<file path="config.mk">
export PLATFORM = sky130hd
export DESIGN_NAME = qte_deg
export DESIGN_NICKNAME = d
export VERILOG_FILES = /design/src/hdl/qte_pkg.sv /design/src/hdl/qte_deg.sv
export SDC_FILE = /design/constraint.sdc
export NUM_CORES = 2
export LEC_CHECK = 0
export ABC_CLOCK_PERIOD_IN_PS = 5100
export BUFFER_PORTS_ARGS = -buffer_cell sky130_fd_sc_hd__buf_2
export CORE_UTILIZATION = 32
export DETAILED_ROUTE_END_ITERATION = 10
export GPL_TIMING_DRIVEN = 0
export PLACE_DENSITY = 0.54
export REMOVE_ABC_BUFFERS = 1
export SLEW_MARGIN = 20
export SYNTH_ARGS = -nofsm -noshare
export SYNTH_HDL_FRONTEND = slang
export SYNTH_SLANG_ARGS = --single-unit
</file>
<file path="constraint.sdc">
create_clock -name clk -period 5.1 [get_ports clk]
set_clock_uncertainty 0.05 [all_clocks]
set_input_delay 1.02 -clock clk [delete_from_list [all_inputs] [get_ports clk]]
set_output_delay 1.02 -clock clk [all_outputs]
set_load 0.05 [all_outputs]
</file>
<file path="src/hdl/qte_pkg.sv">
// ----------------------------------------------------------------------------
// qte_pkg
// Shared widths, types and the arctangent table for the quaternion converter.
// ----------------------------------------------------------------------------
`default_nettype none

package qte_pkg;

	localparam int CORDIC_STAGES_DEF = 20;
	localparam int VW       = 40;
	localparam int ZW       = 35;
	localparam int AW       = 33;
	localparam int SQ_STEPS = 31;
	localparam int VSQ_W    = 62;
	localparam logic signed [29:0] DEG_K = 30'sd377515166;

	typedef struct packed {
		logic signed [31:0]   s;
		logic signed [VW-1:0] ry;
		logic signed [VW-1:0] rx;
		logic signed [VW-1:0] yy;
		logic signed [VW-1:0] yx;
	} qte_side_t;

	typedef struct packed {
		logic signed [VW-1:0] y;
		logic signed [VW-1:0] x;
	} qte_vec_t;

	function automatic logic [31:0] atan_tab(input int unsigned i);
		logic [31:0] r;
		case (i)
			0:       r = 32'h20000000;
			1:       r = 32'h12E4051E;
			2:       r = 32'h09FB385B;
			3:       r = 32'h051111D4;
			4:       r = 32'h028B0D43;
			5:       r = 32'h0145D7E1;
			6:       r = 32'h00A2F61E;
			7:       r = 32'h00517C55;
			8:       r = 32'h0028BE53;
			9:       r = 32'h00145F2F;
			10:      r = 32'h000A2F98;
			11:      r = 32'h000517CC;
			12:      r = 32'h00028BE6;
			13:      r = 32'h000145F3;
			14:      r = 32'h0000A2FA;
			15:      r = 32'h0000517D;
			16:      r = 32'h000028BE;
			17:      r = 32'h0000145F;
			18:      r = 32'h00000A30;
			19:      r = 32'h00000518;
			20:      r = 32'h0000028C;
			21:      r = 32'h00000146;
			22:      r = 32'h000000A3;
			23:      r = 32'h00000051;
			24:      r = 32'h00000029;
			25:      r = 32'h00000014;
			26:      r = 32'h0000000A;
			27:      r = 32'h00000005;
			28:      r = 32'h00000003;
			29:      r = 32'h00000001;
			30:      r = 32'h00000001;
			default: r = 32'h00000000;
		endcase
		return r;
	endfunction

endpackage

`default_nettype wire

</file>
<file path="src/hdl/qte_deg.sv">
// ----------------------------------------------------------------------------
// qte_deg
// Binary angle to Q16.16 degrees: split multiply, then sum and round.
// ----------------------------------------------------------------------------
`default_nettype none

module qte_deg
	import qte_pkg::*;
(
	input  wire                  clk,
	input  wire                  arst_n,
	input  wire                  en,
	input  wire                  in_valid,
	input  wire [2:0][AW-1:0]    ang,
	output logic                 out_valid,
	output logic signed [23:0]   pitch_deg,
	output logic signed [24:0]   roll_deg,
	output logic signed [24:0]   yaw_deg
);

	logic signed [46:0] pa_s1 [3];
	logic signed [46:0] pb_s1 [3];
	logic signed [63:0] d_s2  [3];
	logic               vld_s1, vld_s2;

	always_ff @(posedge clk or negedge arst_n) begin
		if (!arst_n) begin
			vld_s1 <= 1'b0;
			vld_s2 <= 1'b0;
		end else if (en) begin
			vld_s1 <= in_valid;
			vld_s2 <= vld_s1;
		end
	end

	always_ff @(posedge clk) begin
		if (en) begin
			for (int l = 0; l < 3; l++) begin
				pa_s1[l] <= $signed(ang[l][AW-1:16]) * DEG_K;
				pb_s1[l] <= $signed({1'b0, ang[l][15:0]}) * DEG_K;
				d_s2[l]  <= ((64'(pa_s1[l]) <<< 16) + 64'(pb_s1[l])
					+ 64'sd34359738368) >>> 36;
			end
		end
	end

	assign out_valid = vld_s2;
	assign pitch_deg = d_s2[0][23:0];
	assign roll_deg  = d_s2[1][24:0];
	assign yaw_deg   = d_s2[2][24:0];

endmodule

`default_nettype wire

</file>
### Word-level counts from Yosys, hierarchy flattened

Memory sizes are Yosys's and may differ from the RTL's.
Index checks and enable logic that the tools add are counted.

| word-level totals | value |
|---|---|
| register bits after elaboration | 2 |
| memories kept | 3 |
| bits in writable memories | 462 |
| input port bits | 103 |
| word-level logic and storage cells | 19 |
| output and inout port bits | 75 |

Memories:

| name | depth | bits a word | rd ports | clocked after memory_dff | write ports | line | RTL |
|---|---|---|---|---|---|---|---|
| d_s2 | 3 | 64 | 3 | 0 | 3 | qte_deg.sv:23 | `logic signed [63:0] d_s2 [3];` |
| pa_s1 | 3 | 46 | 3 | 0 | 3 | qte_deg.sv:21 | `logic signed [46:0] pa_s1 [3];` |
| pb_s1 | 3 | 44 | 3 | 0 | 3 | qte_deg.sv:22 | `logic signed [46:0] pb_s1 [3];` |

| cells by class | value |
|---|---|
| multiplexer cells | 2 |
| $mul | 6 |
| $add $sub $neg | 6 |

Operator list:

| operator | number |
|---|---|
| 63-bit by 47-bit adder with 64-bit output | 3 |
| 64-bit by 37-bit adder with 64-bit output (second input constant) | 3 |
| 17-bit by 29-bit multiplier with 46-bit output (second input constant) | 3 |
| 16-bit by 28-bit multiplier with 44-bit output (second input constant) | 3 |
| 1-bit two-way mux | 2 |

### Logic depth before layout (Yosys ltp)

An unclocked memory read counts as a cell.

| depth | value |
|---|---|
| depth in word-level cells | 3 |
| depth in mapped cells | 25 |
| gate-level depth less buffers | 24 |

### Worst setup path before layout

OpenSTA, ideal clock, no wires.

| timing | value |
|---|---|
| kind | input -> register |
| from | input ang[79] in the netlist's numbering |
| to | memory pb_s1[0][129] in the netlist's numbering, data pin |
| arrival time | 6.524 ns |
| slack | -1.731 ns |
| stages | 24 |
| library setup time | 0.258 ns |
| cell sequence | fa_1 -> inv_1 -> fa_1 -> inv_1 -> fa_1 -> inv_1 -> fa_1 -> inv_1 -> fa_1 -> inv_1 -> fa_1 -> inv_1 -> ha_1 -> a21o_1 -> a21o_1 -> a21oi_1 -> o221ai_1 -> a21oi_4 -> o311ai_2 -> a211o_1 -> a22o_1 -> o311a_1 -> nor2_1 -> xnor2_1 |

RTL lines:

| element | line | RTL |
|---|---|---|
| from (decl) | qte_deg.sv:14 | `input wire [2:0][AW-1:0] ang,` |
| to (decl) | qte_deg.sv:22 |  |

==> flow_summary_export.csv <==
group,metric,value,unit
clock_tree,cts_root_buf,"clkbuf_16",
logic_synthesis,syn_avg_cell_area,10.51,um2
routing,drc,0,
sta,final_hold_viol_count,0,
sta,finalSetupViolations,155,
final_layout,mostFrequentLayoutCells,"1298 x inv_1, 1166 x ha_1, 706 x fa_1",
flow_run,drv_cap,0,
global_route,grt_util_all_layers,15.39,%
logic_synthesis,synth_cell_types,77,
logic_synthesis,synth_seq_area_share,16.15,%
clock_tree,numClockSinks,291,
sta,setup_tns,-107060,ps
logic_synthesis,synth_seq_cells,291,
sta,slew_headroom,36.14,%
sta,max_slew.worst_pin.slew,950.6,ps
floorplanning,start_util,32.29,%
final_layout,fin_area,64170,um2
min_path,hp-class,"input pin to async pin",
worst_setup_path,critical_path_arrival,6730,ps
global_route,grt_max_degree,96,
floorplanning,coreArea,167400,um2
worst_setup_path,end_kind,"flop",
clock_tree,hold_buffers,0,
outcome,status,"complete, but fails checks",
final_layout,stdcell_count,7790,
placement,hpwl,110000,um
routing,wl_per_cell,16.56,um
clock_tree,cts_tree,"built",
floorplanning,die_h,413.0,um
sta,fmax,0.1548,GHz
worst_setup_path,r2r_cells,12,
final_layout,drive_gt1_share,16.64,%
logic_synthesis,synth_ff_type,"edfxtp_1",
floorplanning,die_x,413.0,um
outcome,violations,"setup timing",
floorplanning,num_rows,150,
clock_tree,insertion_delay,580,ps
worst_setup_path,path_class,"input pin to flop",
floorplanning,io_pins,178,
routing,routed_wl,129000,um
placement,placed_cells,7512,
clock_tree,cts_buffers,39,
floorplanning,die-area,170600,um2
worst_setup_path,cp.required,5370,ps
sta,rsz0062_at_grt,"yes",
clock_tree,cts.path.max_buffers,3,
placement,port_buffers,177,
final_layout,final_common_cell,"inv_1",
routing,dr.pass1.iters,5,
logic_synthesis,synth_cells,5144,
sta,finalWorstSetupSlack,-1359,ps
global_route,grt_antenna_before_repair,11,
logic_synthesis,netlist_area,54060,um2
placement,place_area,57740,um2
sta,fin_crit_sh,126.7,%
logic_synthesis,synth_enable_flop_cells,289,
worst_setup_path,crit_fanout,2,
routing,post_drt_via_cell_ratio,4.591,
final_layout,areaGrowthSynthToFinish,18.70,%
clock_tree,clkTransAtPathRegs,60,ps
logic_synthesis,yosysWarnings,0,
global_route,grt_pass1_wl,206100,um
logic_synthesis,async_flop_share,0.6873,%
routing,drt-initial-drc-count,1386,
clock_tree,htreeDepth,2,
sta,drv_slew,0,
placement,place.gp.congestion,0.8928,
sta,finalCriticalPeriod,6459,ps
final_layout,fin_nets,7680,
global_route,grt.overflow.total,0,
routing,ant_nets,0,
global_route,grt_pass1_vias,37900,
routing,via_count,35770,
worst_setup_path,startpoint_type,"input pin",
[synthesized netlist by cell type (10+ instances only)]
master / n / area, um2
a211o_1: 10 / 87.58
a211oi_1: 21 / 157.7
a21o_1: 145 / 1089
a21oi_1: 214 / 1071
a31oi_1: 12 / 75.07
and2_1: 27 / 168.9
and3_1: 23 / 143.9
clkbuf_1: 12 / 45.04
edfxtp_1: 289 / 8678
fa_1: 735 / 14710
ha_1: 1288 / 16120
inv_1: 1381 / 5184
nand2_1: 94 / 352.8
nand2b_1: 20 / 125.1
nand3_1: 56 / 280.3
nand4_1: 45 / 281.5
nor2_1: 127 / 476.7
nor2b_1: 35 / 219.0
nor3_1: 21 / 105.1
o211ai_1: 12 / 90.09
o21a_1: 37 / 277.8
o21ai_0: 89 / 445.4
o21ai_1: 12 / 60.06
o21bai_1: 27 / 202.7
or2_2: 12 / 75.07
xnor2_1: 193 / 1690
xor2_1: 75 / 656.9
[worst max-delay path, stage by stage]
cell	delay (ps)
buf_12	110
fa_1	540
inv_2	60
fa_1	490
inv_1	50
fa_1	490
inv_2	40
fa_1	470
inv_1	50
fa_1	500
inv_2	50
fa_1	500
inv_2	60
ha_4	210
a21o_1	170
a21o_1	200
a21oi_4	200
o221ai_4	130
a21oi_4	220
o311ai_4	130
a211o_1	350
a22o_1	240
o311a_1	300
nor2_2	90
xnor2_1	80
[per-layer routing]
layer  global-route usage, %  routed length (um)  part of all wire (%)  up-vias
li1                        -                   -                     -    17660
met1                   20.56               58840                    46    17530
met2                   26.47               62690                    49      450
met3                   2.128                5000                   3.9      123
met4                   2.920                2441                   1.9        8
met5                       0                  54                 0.042        -
[final cells by class]
| cell class | count | area [um2] |
|---|---|---|
| repair buffers | 385 | 3274 |
| multi-input cells | 3456 | 42960 |
| diodes | 3 | 7.507 |
| inverters | 1381 | 5190 |
| clock buffers | 51 | 1062 |
| flip-flops and latches | 291 | 8728 |
| fillers | 16430 | 103200 |
| clock inverters | 19 | 193.9 |
| well taps | 2204 | 2758 |
[state kept, by name (all words and copies together) (netlist names)]
name       flops
vld_s1         1
out_valid      1
pb_s1         84
pa_s1        131
d_s2          74
[repair_timing]
item	4_1_cts	5_1_grt
pin swaps	253	185
endpoints found under the setup margin	168	166
gates resized for setup	563	273
buffers inserted	142	78
[metrics by stage]
step                      setup WS, ps  util, %  hold WS [ps]
final                            -1359    38.33         165.7
after global routing             -1549    38.33         131.0
after CTS                        -1380    37.38         113.8
after detailed placement         -2629    34.49         442.6
after global placement           -2632    34.43         433.7
after floorplan                  -1731        -         424.9
[worst paths after layout]
path | from | to | slack, ps
worst max-delay path | ang[80] | pb_s1[0][129] | -1360
worst min-delay path | arst_n | out_valid | 170
worst max register to register | pa_s1[0][19] | d_s2[0][15] | 1030
worst min register to register | out_valid | out_valid | 450
max in group asynchronous | arst_n | vld_s1 | 4740
min in group clk | out_valid | out_valid | 450
[cell families (layout without fill, tap and decap cells)]
logic type                 count (synthesis)  count (layout)  share of synthesized area (%)
DFF                                      291             291                          16.15
adders and majority gates               2023            2023                          57.03
buffers and inverters                   1397            1836                          9.704
and+or+nand+nor                          487             487                          4.502
AOI/OAI and AO/OA                        675             675                          8.221
muxes                                      3               3                        0.06017
other                                      0               3                              0
xor gates and xnor gates                 268             268                          4.342
Power is left out: the tool's default activity adds up to more than one toggle a clock period on the data nets, which glitch-free logic cannot reach.
